--- config.mk ---
export PLATFORM = sky130hd
export DESIGN_NAME = irc_format_code_parser
export DESIGN_NICKNAME = d
export VERILOG_FILES = /design/src/rtl/ircfcp_pkg.sv /design/src/rtl/ircfcp_step.sv /design/src/rtl/ircfcp_evq.sv /design/src/rtl/irc_format_code_parser.sv
export VERILOG_INCLUDE_DIRS = /design/src /design/src/rtl
export SDC_FILE = /design/constraint.sdc
export NUM_CORES = 1
export LEC_CHECK = 0
export ABC_AREA = 1
export BUFFER_PORTS_ARGS = -buffer_cell sky130_fd_sc_hd__buf_4
export CELL_PAD_IN_SITES_DETAIL_PLACEMENT = 2
export CELL_PAD_IN_SITES_GLOBAL_PLACEMENT = 2
export CORE_MARGIN = 1.5
export CORE_UTILIZATION = 43
export CTS_BUF_LIST = sky130_fd_sc_hd__clkbuf_2 sky130_fd_sc_hd__clkbuf_4 sky130_fd_sc_hd__clkbuf_8
export CTS_CLUSTER_SIZE = 8
export DETAILED_ROUTE_END_ITERATION = 7
export GPL_ROUTABILITY_DRIVEN = 0
export PLACE_DENSITY = 0.82
export SKIP_CTS_REPAIR_TIMING = 1
export SYNTH_ARGS = -nofsm -noshare
export SYNTH_HDL_FRONTEND = slang
export SYNTH_HIERARCHICAL = 1
export SYNTH_SLANG_ARGS = --single-unit
--- constraint.sdc ---
create_clock -name clock -period 13.7 [get_ports clock]
set_input_delay 2.74 -clock clock [delete_from_list [all_inputs] [get_ports clock]]
set_output_delay 2.74 -clock clock [all_outputs]
set_load 0.005 [all_outputs]
--- src/rtl/irc_format_code_parser_assert.svh ---
// ----------------------------------------------------------------------------
// IRC format code parser assertion macros
// Concurrent check shorthands shared by the parser's RTL.
// ----------------------------------------------------------------------------
`ifndef IRC_FORMAT_CODE_PARSER_ASSERT_SVH
`define IRC_FORMAT_CODE_PARSER_ASSERT_SVH

// Consequent must hold in the same cycle as the antecedent.
`define IRC_CHECK_SAME(label, clk, rst, ante, cons, msg) \
   label: assert property (@(posedge clk) disable iff (rst) (ante) |-> (cons)) \
      else $error(msg);

// Consequent must hold in the cycle after the antecedent.
`define IRC_CHECK_NEXT(label, clk, rst, ante, cons, msg) \
   label: assert property (@(posedge clk) disable iff (rst) (ante) |=> (cons)) \
      else $error(msg);

`endif

--- src/rtl/ircfcp_pkg.sv ---
// ----------------------------------------------------------------------------
// IRC format code parser package
// Shared types, event codes, byte codes and the parser's reset state.
// ----------------------------------------------------------------------------
`timescale 1ns / 1ps

package ircfcp_pkg;

   localparam int NumSlots = 16;

   localparam logic [3:0] EvLiteral   = 4'd0;
   localparam logic [3:0] EvBoldOn    = 4'd1;
   localparam logic [3:0] EvBoldOff   = 4'd2;
   localparam logic [3:0] EvItalicOn  = 4'd3;
   localparam logic [3:0] EvItalicOff = 4'd4;
   localparam logic [3:0] EvUnderOn   = 4'd5;
   localparam logic [3:0] EvUnderOff  = 4'd6;
   localparam logic [3:0] EvFgSet     = 4'd7;
   localparam logic [3:0] EvFgEnd     = 4'd8;
   localparam logic [3:0] EvBgSet     = 4'd9;
   localparam logic [3:0] EvBgEnd     = 4'd10;
   localparam logic [3:0] EvEnd       = 4'd11;

   localparam logic [4:0] DefFg     = 5'd16;
   localparam logic [4:0] DefBg     = 5'd17;
   localparam logic [4:0] NoColour  = 5'd31;
   localparam logic [4:0] MaxColour = 5'd15;

   localparam logic [7:0] ChBold     = 8'h02;
   localparam logic [7:0] ChColour   = 8'h03;
   localparam logic [7:0] ChBell     = 8'h07;
   localparam logic [7:0] ChLineFeed = 8'h0A;
   localparam logic [7:0] ChPlain    = 8'h0F;
   localparam logic [7:0] ChSwap     = 8'h16;
   localparam logic [7:0] ChItalic   = 8'h1D;
   localparam logic [7:0] ChUnder    = 8'h1F;
   localparam logic [7:0] ChSpace    = 8'h20;
   localparam logic [7:0] ChComma    = 8'h2C;
   localparam logic [7:0] ChZero     = 8'h30;
   localparam logic [7:0] ChNine     = 8'h39;

   typedef enum logic [5:0] {
      PH_IDLE     = 6'b000001,
      PH_START    = 6'b000010,
      PH_FG_DIGIT = 6'b000100,
      PH_FG_KNOWN = 6'b001000,
      PH_COMMA    = 6'b010000,
      PH_BG_DIGIT = 6'b100000
   } phase_type;

   typedef struct packed {
      logic [3:0] kind;
      logic [7:0] lit;
      logic [4:0] colour;
   } evt_type;

   typedef struct packed {
      logic      bold;
      logic      italic;
      logic      underline;
      logic [4:0] fore;
      logic [4:0] back;
      phase_type  phase;
      logic [4:0] pend_fore;
      logic [4:0] pend_back;
      logic [3:0] held;
   } pst_type;

   typedef struct packed {
      logic [NumSlots-1:0]          valid;
      evt_type [NumSlots-1:0]       evts;
   } batch_type;

   localparam pst_type StateReset = '{
      bold:      1'b0,
      italic:    1'b0,
      underline: 1'b0,
      fore:      DefFg,
      back:      DefBg,
      phase:     PH_IDLE,
      pend_fore: NoColour,
      pend_back: NoColour,
      held:      4'd0
   };

endpackage

--- src/rtl/ircfcp_step.sv ---
// ----------------------------------------------------------------------------
// IRC format code parser step logic
// Decodes one text byte against the style state into a batch of event slots
// and the next style state.
// ----------------------------------------------------------------------------
`timescale 1ns / 1ps

module ircfcp_step (
   input  ircfcp_pkg::pst_type   st,
   input  logic [7:0]            text_byte,
   input  logic                  final_byte,
   output ircfcp_pkg::pst_type   st_next,
   output ircfcp_pkg::batch_type batch
);
   import ircfcp_pkg::*;

   localparam int SlotResolve = 0;
   localparam int SlotHeld    = 2;
   localparam int SlotIdle    = 3;
   localparam int SlotFinal   = 8;
   localparam int SlotFlush   = 10;
   localparam int SlotEnd     = 15;

   typedef struct packed {
      pst_type        s;
      evt_type [1:0]  e;
      logic [1:0]     v;
   } res_out_type;

   typedef struct packed {
      pst_type        s;
      evt_type [4:0]  e;
      logic [4:0]     v;
   } idle_out_type;

   function automatic evt_type mk_evt(input logic [3:0] kind, input logic [7:0] lit,
                                      input logic [4:0] colour);
      evt_type e;
      e.kind   = kind;
      e.lit    = lit;
      e.colour = colour;
      return e;
   endfunction

   function automatic res_out_type resolve_colour(input pst_type si);
      res_out_type r;
      r.s = si;
      r.e = '0;
      r.v = '0;
      if (si.pend_fore == NoColour) begin
         if (si.fore != DefFg) begin
            r.v[0] = 1'b1;
            r.e[0] = mk_evt(EvFgEnd, 8'd0, 5'd0);
         end
         if (si.back != DefBg) begin
            r.v[1] = 1'b1;
            r.e[1] = mk_evt(EvBgEnd, 8'd0, 5'd0);
         end
         r.s.fore = DefFg;
         r.s.back = DefBg;
      end else begin
         r.s.fore = si.pend_fore;
         r.v[0]   = 1'b1;
         r.e[0]   = mk_evt(EvFgSet, 8'd0, si.pend_fore);
         if (si.pend_back != NoColour) begin
            r.s.back = si.pend_back;
            r.v[1]   = 1'b1;
            r.e[1]   = mk_evt(EvBgSet, 8'd0, si.pend_back);
         end
      end
      r.s.phase     = PH_IDLE;
      r.s.pend_fore = NoColour;
      r.s.pend_back = NoColour;
      return r;
   endfunction

   function automatic idle_out_type handle_idle(input pst_type si, input logic [7:0] c);
      idle_out_type h;
      h.s = si;
      h.e = '0;
      h.v = '0;
      if (c >= ChSpace || c == ChBell || c == ChLineFeed) begin
         h.v[0] = 1'b1;
         h.e[0] = mk_evt(EvLiteral, c, 5'd0);
      end else begin
         case (c)
            ChBold: begin
               h.s.bold = ~si.bold;
               h.v[0]   = 1'b1;
               h.e[0]   = mk_evt(h.s.bold ? EvBoldOn : EvBoldOff, 8'd0, 5'd0);
            end
            ChItalic: begin
               h.s.italic = ~si.italic;
               h.v[0]     = 1'b1;
               h.e[0]     = mk_evt(h.s.italic ? EvItalicOn : EvItalicOff, 8'd0, 5'd0);
            end
            ChUnder: begin
               h.s.underline = ~si.underline;
               h.v[0]        = 1'b1;
               h.e[0]        = mk_evt(h.s.underline ? EvUnderOn : EvUnderOff, 8'd0, 5'd0);
            end
            ChPlain: begin
               h.v[0] = si.bold;
               h.e[0] = mk_evt(EvBoldOff, 8'd0, 5'd0);
               h.v[1] = si.italic;
               h.e[1] = mk_evt(EvItalicOff, 8'd0, 5'd0);
               h.v[2] = si.underline;
               h.e[2] = mk_evt(EvUnderOff, 8'd0, 5'd0);
               h.v[3] = (si.fore != DefFg);
               h.e[3] = mk_evt(EvFgEnd, 8'd0, 5'd0);
               h.v[4] = (si.back != DefBg);
               h.e[4] = mk_evt(EvBgEnd, 8'd0, 5'd0);
               h.s.bold      = 1'b0;
               h.s.italic    = 1'b0;
               h.s.underline = 1'b0;
               h.s.fore      = DefFg;
               h.s.back      = DefBg;
            end
            ChSwap: begin
               h.s.fore = si.back;
               h.s.back = si.fore;
               h.v[1:0] = 2'b11;
               h.e[0] = (si.back == DefFg) ? mk_evt(EvFgEnd, 8'd0, 5'd0)
                                           : mk_evt(EvFgSet, 8'd0, si.back);
               h.e[1] = (si.fore == DefBg) ? mk_evt(EvBgEnd, 8'd0, 5'd0)
                                           : mk_evt(EvBgSet, 8'd0, si.fore);
            end
            ChColour: begin
               h.s.phase     = PH_START;
               h.s.pend_fore = NoColour;
               h.s.pend_back = NoColour;
            end
            default: begin
            end
         endcase
      end
      return h;
   endfunction

   pst_type      s;
   res_out_type  r1;
   res_out_type  r2;
   idle_out_type h;
   logic         is_digit;
   logic         two_ok;
   logic [6:0]   two_val;
   logic         do_resolve;
   logic         do_held;
   logic         do_idle;
   logic [7:0]   held_lit;

   always_comb begin
      s          = st;
      batch      = '0;
      do_resolve = 1'b0;
      do_held    = 1'b0;
      do_idle    = 1'b0;
      r1         = '0;
      r2         = '0;
      h          = '0;
      is_digit   = (text_byte >= ChZero) && (text_byte <= ChNine);
      two_val    = {3'b000, st.held} * 7'd10 + {3'b000, text_byte[3:0]};
      two_ok     = (two_val <= 7'(MaxColour));
      held_lit   = ChZero | {4'h0, st.held};

      unique case (st.phase)
         PH_START: begin
            if (is_digit) begin
               s.held  = text_byte[3:0];
               s.phase = PH_FG_DIGIT;
            end else begin
               do_resolve = 1'b1;
               do_idle    = 1'b1;
            end
         end
         PH_FG_DIGIT: begin
            if (is_digit) begin
               if (two_ok) begin
                  s.pend_fore = two_val[4:0];
                  s.phase     = PH_FG_KNOWN;
               end else begin
                  do_resolve = 1'b1;
                  do_held    = 1'b1;
                  do_idle    = 1'b1;
               end
            end else begin
               s.pend_fore = {1'b0, st.held};
               if (text_byte == ChComma) begin
                  s.phase = PH_COMMA;
               end else begin
                  do_resolve = 1'b1;
                  do_idle    = 1'b1;
               end
            end
         end
         PH_FG_KNOWN: begin
            if (text_byte == ChComma) begin
               s.phase = PH_COMMA;
            end else begin
               do_resolve = 1'b1;
               do_idle    = 1'b1;
            end
         end
         PH_COMMA: begin
            if (is_digit) begin
               s.held  = text_byte[3:0];
               s.phase = PH_BG_DIGIT;
            end else begin
               do_resolve = 1'b1;
               do_idle    = 1'b1;
            end
         end
         PH_BG_DIGIT: begin
            do_resolve = 1'b1;
            if (is_digit) begin
               if (two_ok) begin
                  s.pend_back = two_val[4:0];
               end else begin
                  do_held = 1'b1;
                  do_idle = 1'b1;
               end
            end else begin
               s.pend_back = {1'b0, st.held};
               do_idle     = 1'b1;
            end
         end
         default: begin
            do_idle = 1'b1;
         end
      endcase

      if (do_resolve) begin
         r1 = resolve_colour(s);
         s  = r1.s;
         batch.valid[SlotResolve +: 2] = r1.v;
         batch.evts[SlotResolve +: 2]  = r1.e;
      end
      if (do_held) begin
         batch.valid[SlotHeld] = 1'b1;
         batch.evts[SlotHeld]  = mk_evt(EvLiteral, held_lit, 5'd0);
      end
      if (do_idle) begin
         h = handle_idle(s, text_byte);
         s = h.s;
         batch.valid[SlotIdle +: 5] = h.v;
         batch.evts[SlotIdle +: 5]  = h.e;
      end

      if (final_byte) begin
         if (s.phase == PH_FG_DIGIT) begin
            s.pend_fore = {1'b0, s.held};
         end
         if (s.phase == PH_BG_DIGIT) begin
            s.pend_back = {1'b0, s.held};
         end
         if (s.phase != PH_IDLE) begin
            r2 = resolve_colour(s);
            s  = r2.s;
            batch.valid[SlotFinal +: 2] = r2.v;
            batch.evts[SlotFinal +: 2]  = r2.e;
         end
         batch.valid[SlotFlush]     = s.bold;
         batch.evts[SlotFlush]      = mk_evt(EvBoldOff, 8'd0, 5'd0);
         batch.valid[SlotFlush + 1] = s.italic;
         batch.evts[SlotFlush + 1]  = mk_evt(EvItalicOff, 8'd0, 5'd0);
         batch.valid[SlotFlush + 2] = s.underline;
         batch.evts[SlotFlush + 2]  = mk_evt(EvUnderOff, 8'd0, 5'd0);
         batch.valid[SlotFlush + 3] = (s.fore != DefFg);
         batch.evts[SlotFlush + 3]  = mk_evt(EvFgEnd, 8'd0, 5'd0);
         batch.valid[SlotFlush + 4] = (s.back != DefBg);
         batch.evts[SlotFlush + 4]  = mk_evt(EvBgEnd, 8'd0, 5'd0);
         batch.valid[SlotEnd]       = 1'b1;
         batch.evts[SlotEnd]        = mk_evt(EvEnd, 8'd0, 5'd0);
         s = StateReset;
      end

      st_next = s;
   end

endmodule

--- src/rtl/ircfcp_evq.sv ---
// ----------------------------------------------------------------------------
// IRC format code parser event queue
// Holds the event batch of one request and hands its events out one per
// cycle while rsp_stall is low, lowest slot first.
// ----------------------------------------------------------------------------
`timescale 1ns / 1ps

module ircfcp_evq (
   input  logic                  clock,
   input  logic                  reset,
   input  logic                  load,
   input  ircfcp_pkg::batch_type load_batch,
   input  logic                  rsp_stall,
   output logic                  rsp_valid,
   output ircfcp_pkg::evt_type   rsp_evt,
   output logic                  rsp_run_end,
   output logic                  free
);
   import ircfcp_pkg::*;

   logic [NumSlots-1:0]    mask_ff;
   logic [NumSlots-1:0]    mask_in;
   evt_type [NumSlots-1:0] evts_ff;
   logic [NumSlots-1:0]    low;
   logic                   pop;

   assign low         = mask_ff & (~mask_ff + {{(NumSlots-1){1'b0}}, 1'b1});
   assign rsp_valid   = |mask_ff;
   assign rsp_run_end = ((mask_ff & ~low) == '0);
   assign pop         = rsp_valid && !rsp_stall;
   assign free        = !rsp_valid || (pop && rsp_run_end);

   always_comb begin
      rsp_evt = '0;
      for (int i = 0; i < NumSlots; i++) begin
         if (low[i]) begin
            rsp_evt = rsp_evt | evts_ff[i];
         end
      end
   end

   always_comb begin
      if (load) begin
         mask_in = load_batch.valid;
      end else if (pop) begin
         mask_in = mask_ff & ~low;
      end else begin
         mask_in = mask_ff;
      end
   end

   always_ff @(posedge clock) begin
      if (reset) begin
         mask_ff <= '0;
      end else begin
         mask_ff <= mask_in;
      end
   end

   always_ff @(posedge clock) begin
      if (load) begin
         evts_ff <= load_batch.evts;
      end
   end

endmodule

--- src/rtl/irc_format_code_parser.sv ---
// ----------------------------------------------------------------------------
// IRC format code parser
// Turns chat text bytes carrying IRC formatting codes into a stream of
// literal and style events.
//
//   Channel | Direction | Ports                                  | Meaning
//   req     | in        | valid, stall, text_byte, final_byte    | one text byte
//   rsp     | out       | valid, stall, event_kind, literal_value,| one event
//           |           | colour_code, run_end                   |
//
// A request is registered, decoded combinationally and its events are loaded
// into the event queue. The queue shows one event per cycle while rsp_stall
// is low; requests with zero or one event then sustain one request per
// cycle. A request is decoded in the same cycle that the queue hands out
// its previous last event. Reset is synchronous and returns all styles to
// their defaults. A stall on the result side backs up into req_stall once
// the input register is full.
// ----------------------------------------------------------------------------
`timescale 1ns / 1ps

module irc_format_code_parser (
   input  logic       clock,
   input  logic       reset,
   input  logic       req_valid,
   output logic       req_stall,
   input  logic [7:0] req_text_byte,
   input  logic       req_final_byte,
   output logic       rsp_valid,
   input  logic       rsp_stall,
   output logic [3:0] rsp_event_kind,
   output logic [7:0] rsp_literal_value,
   output logic [4:0] rsp_colour_code,
   output logic       rsp_run_end
);
   import ircfcp_pkg::*;

   `include "irc_format_code_parser_assert.svh"

   logic       req_valid_ff;
   logic       req_valid_in;
   logic [7:0] req_byte_ff;
   logic       req_final_ff;
   pst_type    st_ff;
   pst_type    st_in;
   pst_type    st_next;
   batch_type  batch;
   evt_type    rsp_evt;
   logic       free;
   logic       consume;
   logic       accept;
   logic       pop;

   assign consume   = req_valid_ff && free;
   assign req_stall = req_valid_ff && !free;
   assign accept    = req_valid && !req_stall;
   assign pop       = rsp_valid && !rsp_stall;

   always_comb begin
      if (accept) begin
         req_valid_in = 1'b1;
      end else if (consume) begin
         req_valid_in = 1'b0;
      end else begin
         req_valid_in = req_valid_ff;
      end
   end

   assign st_in = consume ? st_next : st_ff;

   always_ff @(posedge clock) begin
      if (reset) begin
         req_valid_ff <= 1'b0;
         st_ff        <= StateReset;
      end else begin
         req_valid_ff <= req_valid_in;
         st_ff        <= st_in;
      end
   end

   always_ff @(posedge clock) begin
      if (accept) begin
         req_byte_ff  <= req_text_byte;
         req_final_ff <= req_final_byte;
      end
   end

   ircfcp_step u_step (
      .st         (st_ff),
      .text_byte  (req_byte_ff),
      .final_byte (req_final_ff),
      .st_next    (st_next),
      .batch      (batch)
   );

   ircfcp_evq u_evq (
      .clock       (clock),
      .reset       (reset),
      .load        (consume),
      .load_batch  (batch),
      .rsp_stall   (rsp_stall),
      .rsp_valid   (rsp_valid),
      .rsp_evt     (rsp_evt),
      .rsp_run_end (rsp_run_end),
      .free        (free)
   );

   assign rsp_event_kind    = rsp_evt.kind;
   assign rsp_literal_value = rsp_evt.lit;
   assign rsp_colour_code   = rsp_evt.colour;

   `IRC_CHECK_SAME(a_stall_needs_held_request, clock, reset,
      req_stall, req_valid_ff, "request stalled with an empty input register")
   `IRC_CHECK_NEXT(a_final_restores_reset, clock, reset,
      consume && req_final_ff, st_ff == StateReset, "style state not reset after final byte")
   `IRC_CHECK_NEXT(a_last_event_drains, clock, reset,
      pop && rsp_run_end && !consume, !rsp_valid, "event queue not empty after last event")

endmodule
**After elaboration in Yosys (flattened, before gate mapping)**

Cells that the tools add are included.
W data, S select, Z words.

- Latch bits: 0
- Bits in writable memories: 0
- Memories: 0
- Flip-flop bits (word level): 331
- Output and inout port bits: 20
- ROM bits: 0

- Bitwise gates (word level): 23
- Equal/unequal tests: 31
- Div/mod/pow operators: 0
- Reduce and logical (&&, ||, !) cells: 24
- Order comparisons: 4
- Multiplexer cells: 96
- Add/subtract/negate cells: 2
- Shift operators: 0
- Multipliers: 1

Operators by type and width:

| operator | count |
|---|---|
| $mux W17 | 23 |
| $or A17 B17 Y17 | 15 |
| $mux W136 | 1 |
| $mux W33 | 3 |
| $pmux W17 S5 | 1 |
| $mux W36 | 2 |
| $mux W30 | 2 |
| $mux W5 | 11 |
| $mux W51 | 1 |
| $ne A5 B5 Y1 const B | 10 |
| $mux W16 | 3 |
| $mux W34 | 1 |
| $pmux W17 S2 | 1 |
| $mux W11 | 3 |
| $and A16 B16 Y16 | 2 |
| $not A16 Y16 | 2 |
| $mux W29 | 1 |
| $eq A8 B5 Y1 const B | 3 |
| $pmux W6 S4 | 1 |
| $eq A5 B5 Y1 const B | 4 |
| $mux W10 | 2 |
| $pmux W10 S2 | 1 |
| $mux W6 | 3 |
| $mux W1 | 17 |
| other kinds (35) | 68 |

**Longest topological paths before layout**

- Depth in word-level cells: 34
- Gate-level depth with buffers: 34
- Gate-level depth less buffers: 34

**Hierarchy**

The synthesis kept the hierarchy.

Modules (own cells, without submodules):

| module | area an instance (µm²) | sequential area each (µm²) | cells an instance | times used |
|---|---|---|---|---|
| ircfcp_evq | 11503.5 | 8488.1 | 967 | 1 |
| ircfcp_step | 4292.9 | 0.0 | 765 | 1 |
| irc_format_code_parser | 1646.6 | 950.9 | 201 | 1 |

**Worst setup path before layout**

Ideal clock, no wire load.

- Path kind: input -> register
- Start: in rsp_stall
- End: reg u_evq.mask_ff[1]
- Library setup time: 0.113 ns
- Data arrival time: 10.551 ns
- Stages on the path: 13
- Path buffers: 3
- Path slack: 3.036 ns
- Cell sequence: inv_1 -> nand4_1 -> nand2_1 -> buf_6 -> nand2_4 -> buf_4 -> inv_1 -> inv_1 -> clkbuf_1 -> o21ai_0 -> nand2_1 -> nand2_1 -> nor2_1

- Longest elaborated chain between the ends: 6
- Elaborated cells between the ends (all ways): 7

Ends and longest elaborated chain:

| what | RTL line | source |
|---|---|---|
| from (decl) | irc_format_code_parser.sv:29 | `input logic rsp_stall,` |
| $logic_not A1 Y1 (*) | ircfcp_evq.sv:30 | `assign pop = rsp_valid && !rsp_stall;` |
| $logic_and A1 B1 Y1 (*) | ircfcp_evq.sv:30 |  |
| $logic_and A1 B1 Y1 (*) | ircfcp_evq.sv:31 | `assign free = !rsp_valid \|\| (pop && rsp_run_end);` |
| $logic_or A1 B1 Y1 (*) | ircfcp_evq.sv:31 |  |
| net free | irc_format_code_parser.sv:48 | `logic free;` |
| $logic_and A1 B1 Y1 (*) | irc_format_code_parser.sv:53 | `assign consume = req_valid_ff && free;` |
| net consume | irc_format_code_parser.sv:49 | `logic consume;` |
| $mux W16 / $reduce_bool A2 Y1 (equally long branches) | n/a |  |
| to (signal assigned) | ircfcp_evq.sv:56 | `mask_ff <= mask_in;` |
| to (decl) | ircfcp_evq.sv:21 | `logic [NumSlots-1:0] mask_ff;` |

The timed path passes the listed nets; every way through them passes the cells marked *.
A chain may end at the register's enable or synchronous reset.

**Worst setup path after layout**

- Start: in rsp_stall
- End: out req_stall

- Longest elaborated chain between the ends: 6

Ends and longest elaborated chain:

| what | RTL line | source |
|---|---|---|
| $logic_not A1 Y1 | ircfcp_evq.sv:30 |  |
| $logic_and A1 B1 Y1 | ircfcp_evq.sv:30 |  |
| $logic_and A1 B1 Y1 | ircfcp_evq.sv:31 |  |
| $logic_or A1 B1 Y1 | ircfcp_evq.sv:31 |  |
| net free | irc_format_code_parser.sv:48 |  |
| $logic_not A1 Y1 | irc_format_code_parser.sv:54 | `assign req_stall = req_valid_ff && !free;` |
| $logic_and A1 B1 Y1 | irc_format_code_parser.sv:54 |  |
| to (decl) | irc_format_code_parser.sv:25 | `output logic req_stall,` |

The timed path passes the listed nets, and every way through them passes these cells.

==> metrics.md <==
| Metric | Value |
|---|---|
| Non-filler cells, final | 2538 |
| Clock root buffer | clkbuf_8 |
| Unrepaired setup endpoints after global routing | false |
| Final setup viols | 0 |
| H-tree levels | 2 |
| First-pass GRT wire length | between 80 and 90 mm |
| Longest Clk Path Bufs | 3 |
| Sequential-to-total area share from yosys stat | around 54% |
| Power Density | ~230 mW/mm² |
| Mapped Cells | 1933 |
| WS Path Type | input pin to output port |
| Area of the mapped netlist | 0.0174 mm² |
| DR iter-0 viols | 660 |
| Worst slew margin | 23.9% |
| Fill cells | ~4300 |
| Worst IR Drop VDD | 0.108 mV |
| Clk pwr share | 23.5% |
| Grt ovf | 0 |
| Via Count | between 10000 and 15000 |
| 1st-pass router iterations | 5 |
| Initial Util | 43.7% |
| # diodes | 0 |
| DR vias/cell | 5.01 |
| Wirelength per Cell | 21.2 µm |
| Synth warn | 6 |
| Status | completed |
| Fmax | 0.151 GHz |
| Synth cell types | 50 |
| Gate power share | 40.2% |
| Synth Area in Simple Gates | 27.1% |
| Sw Share | 42.3% |
| Fin Setup TNS | 0 ns |
| Layout area overhead | 6.19% |
| Maximum capacitance violations | 0 |
| Share of the synthesized area in the top cell type | 48.4% |
| Post-Synth Adder-Cell Area | less than 1% |
| Post-DP HPWL | 36.7 mm |
| Post-Synth XOR/XNOR Area | 0.0502% |
| Die height | 204 µm |
| Port Buffers | 32 |
| Seq pwr share | 36.3% |
| Final core utilization | ~46% |
| Commonest non-fill, non-tap cells in the layout | nand2_1 (501), edfxtp_1 (281), nor2_1 (238) |
| Clk_skew | about 0.018 ns |
| Final Power | 4.21 mW |
| Die footprint | 0.0418 mm² |
| Compound-Gate Fraction of Synth Area | 3.16% |
| Clock-pin slew on the worst setup and hold paths | roughly 0.06 ns |
| CTS Sinks | between 300 and 400 |
| Switching pwr | between 1.5 and 2 mW |
| Final Hold Viols | 0 |
| Post-route clock period utilization | 48.5% |
| Int Power | 2.43 mW |
| GRT Util Overall | 26.6% |
| Crit path launch type | input pin |
| Io pins | 33 |
| Tightest hold margin | 0.457 ns |
| Largest family of logic cells by synthesized area | simple AND/OR/NAND/NOR gates |
| Min Tclk post-route | 6.64 ns |
| Multiplexer area fraction after synthesis | 0% |
| Most area-consuming cells after synthesis | edfxtp_1 (48%), nand2_1 (11%), buf_4 (9.6%) |
| Final slew viol count | 0 |
| Core Region | 0.0399 mm² |
| WP data required | 10.96 ns |
| Crit end category | output port |
| DIE WIDTH | just over 200 µm |
| Mean Syn Cell Area | about 9 µm² |
| Initial antenna violation count | 1 |
| Synthesized flop and latch total | 331 |
| Leading area contributor after synthesis | edfxtp_1 |
| Total Wirelength | 53.9 mm |
| Clock insertion delay at the later pin of the skew report | 0.65 ns |
| Dpl cells | 2430 |
| R2r setup slk | 8.49 ns |
| Detail Route Antenna Nets | 0 |
| Commonest non-fill, non-tap cell in the layout | nand2_1 |
| Worst-margin pin slew | 1.14 ns |
| Num CTS Buffers | 57 |
| Cell leakage power | ~8.1 nW |
| Crit path DAT | roughly 3.9 ns |
| Worst-path maximum fanout | 16 |
| Vias in the first global route | 14299 |
| DRC | 0 |
| Share of post-route cells with drive strength above 1 | about an eighth |
| Largest net degree at the start of global routing | between 100 and 150 |
| Hold WC Path Type | flip-flop to flip-flop |
| Fin nets | 1986 |
| Rows | 73 |
| CTS tree | built |
-- kinds of logic (layout without fill, tap and decap cells) --
| logic type | count (synthesis) | after routing |
|---|---|---|
| adders and majority gates | 9 | 9 |
| buffers and inverters | 447 | 337 |
| DFF | 331 | 331 |
| and+or+nand+nor | 1046 | 1046 |
| AOI/OAI and AO/OA | 98 | 98 |
| xor gates and xnor gates | 1 | 1 |
| other | 1 | 191 |
-- worst max-delay path: stages --
cell and delay (ns):
buf_4 0.11, inv_1 0.12, nand4_1 0.11, nand2_1 0.16
buf_4 0.28, inv_1 0.07, nand2_1 0.08, inv_1 0.08
buf_4 0.13
-- flip-flops by register name, indices dropped and copies added (netlist names) --
signal	flops
u_evq/evts_ff	272
u_evq/mask_ff	16
req_final_ff	1
req_valid_ff	1
req_byte_ff	8
st_ff	33
-- Yosys cell counts, drive strengths merged --
master  number
buf        248
ha           7
nand3      187
and2         1
clkbuf      13
edfxtp     281
o21ai       50
o31ai        1
a211oi       2
nor4         2
conb         1
nor2       273
a21oi       34
fa           2
nand2      540
nand4       20
o21a         2
nor4b        1
a31oi        4
xnor2        1
inv        184
nor3        18
dfxtp       50
a22o         1
o211ai       2
and3         2
or2          2
clkinv       2
o22ai        2
-- layout make-up --
class | instances | area [µm²] | share of cell area, %
Sequential cell | 331 | 9440 | 51.0
Multi-Input combinational cell | 1345 | 6130 | 33.1
Clock buffer | 102 | 1200 | 6.46
Inverter | 186 | 712 | 3.84
Tap cell | 525 | 657 | 3.55
Timing Repair Buffer | 43 | 323 | 1.74
Clock inverter | 6 | 66.3 | 0.358
-- per-stage QoR --
step	instance area, µm²	worst slack [ns]
floorplan	18200	3.04
global placement	17300	7.11
detailed placement	17300	7.09
CTS	18500	7.06
global route	18500	7.00
finish	18500	7.06
-- power by group through the flow --
| stage | combinational [mW] | clock, mW | sequential [mW] |
|---|---|---|---|
| after floorplan | 1.14 | 0 | 1.56 |
| after global routing | 1.86 | 1.06 | 1.55 |
| final | 1.69 | 0.990 | 1.53 |
| after CTS | 1.70 | 1.02 | 1.53 |
| after global placement | 1.60 | 0 | 1.52 |
| after detailed placement | 1.66 | 0 | 1.54 |
-- final timing paths --
check                                 startpoint                            end  cells after the start
setup reg to reg  u_evq/mask_ff[10]$_SDFFE_PP0P_  u_evq/mask_ff[3]$_SDFFE_PP0P_                     17
hold reg to reg           st_ff[10]$_SDFFE_PP1P_         st_ff[10]$_SDFFE_PP1P_                      2
setup / recovery                       rsp_stall                      req_stall                      9
hold / removal            st_ff[10]$_SDFFE_PP1P_         st_ff[10]$_SDFFE_PP1P_                      2
-- routing by layer --
metal / global-route usage, % / part of all wire, % / vias up
met5: 0 / 0 / -
met4: 11.0 / 3.7 / 0
met3: 3.51 / 3.6 / 106
met2: 47.4 / 51 / 240
met1: 32.4 / 42 / 6413
li1: - / - / 5960
Power figures use the tool's default switching activity.
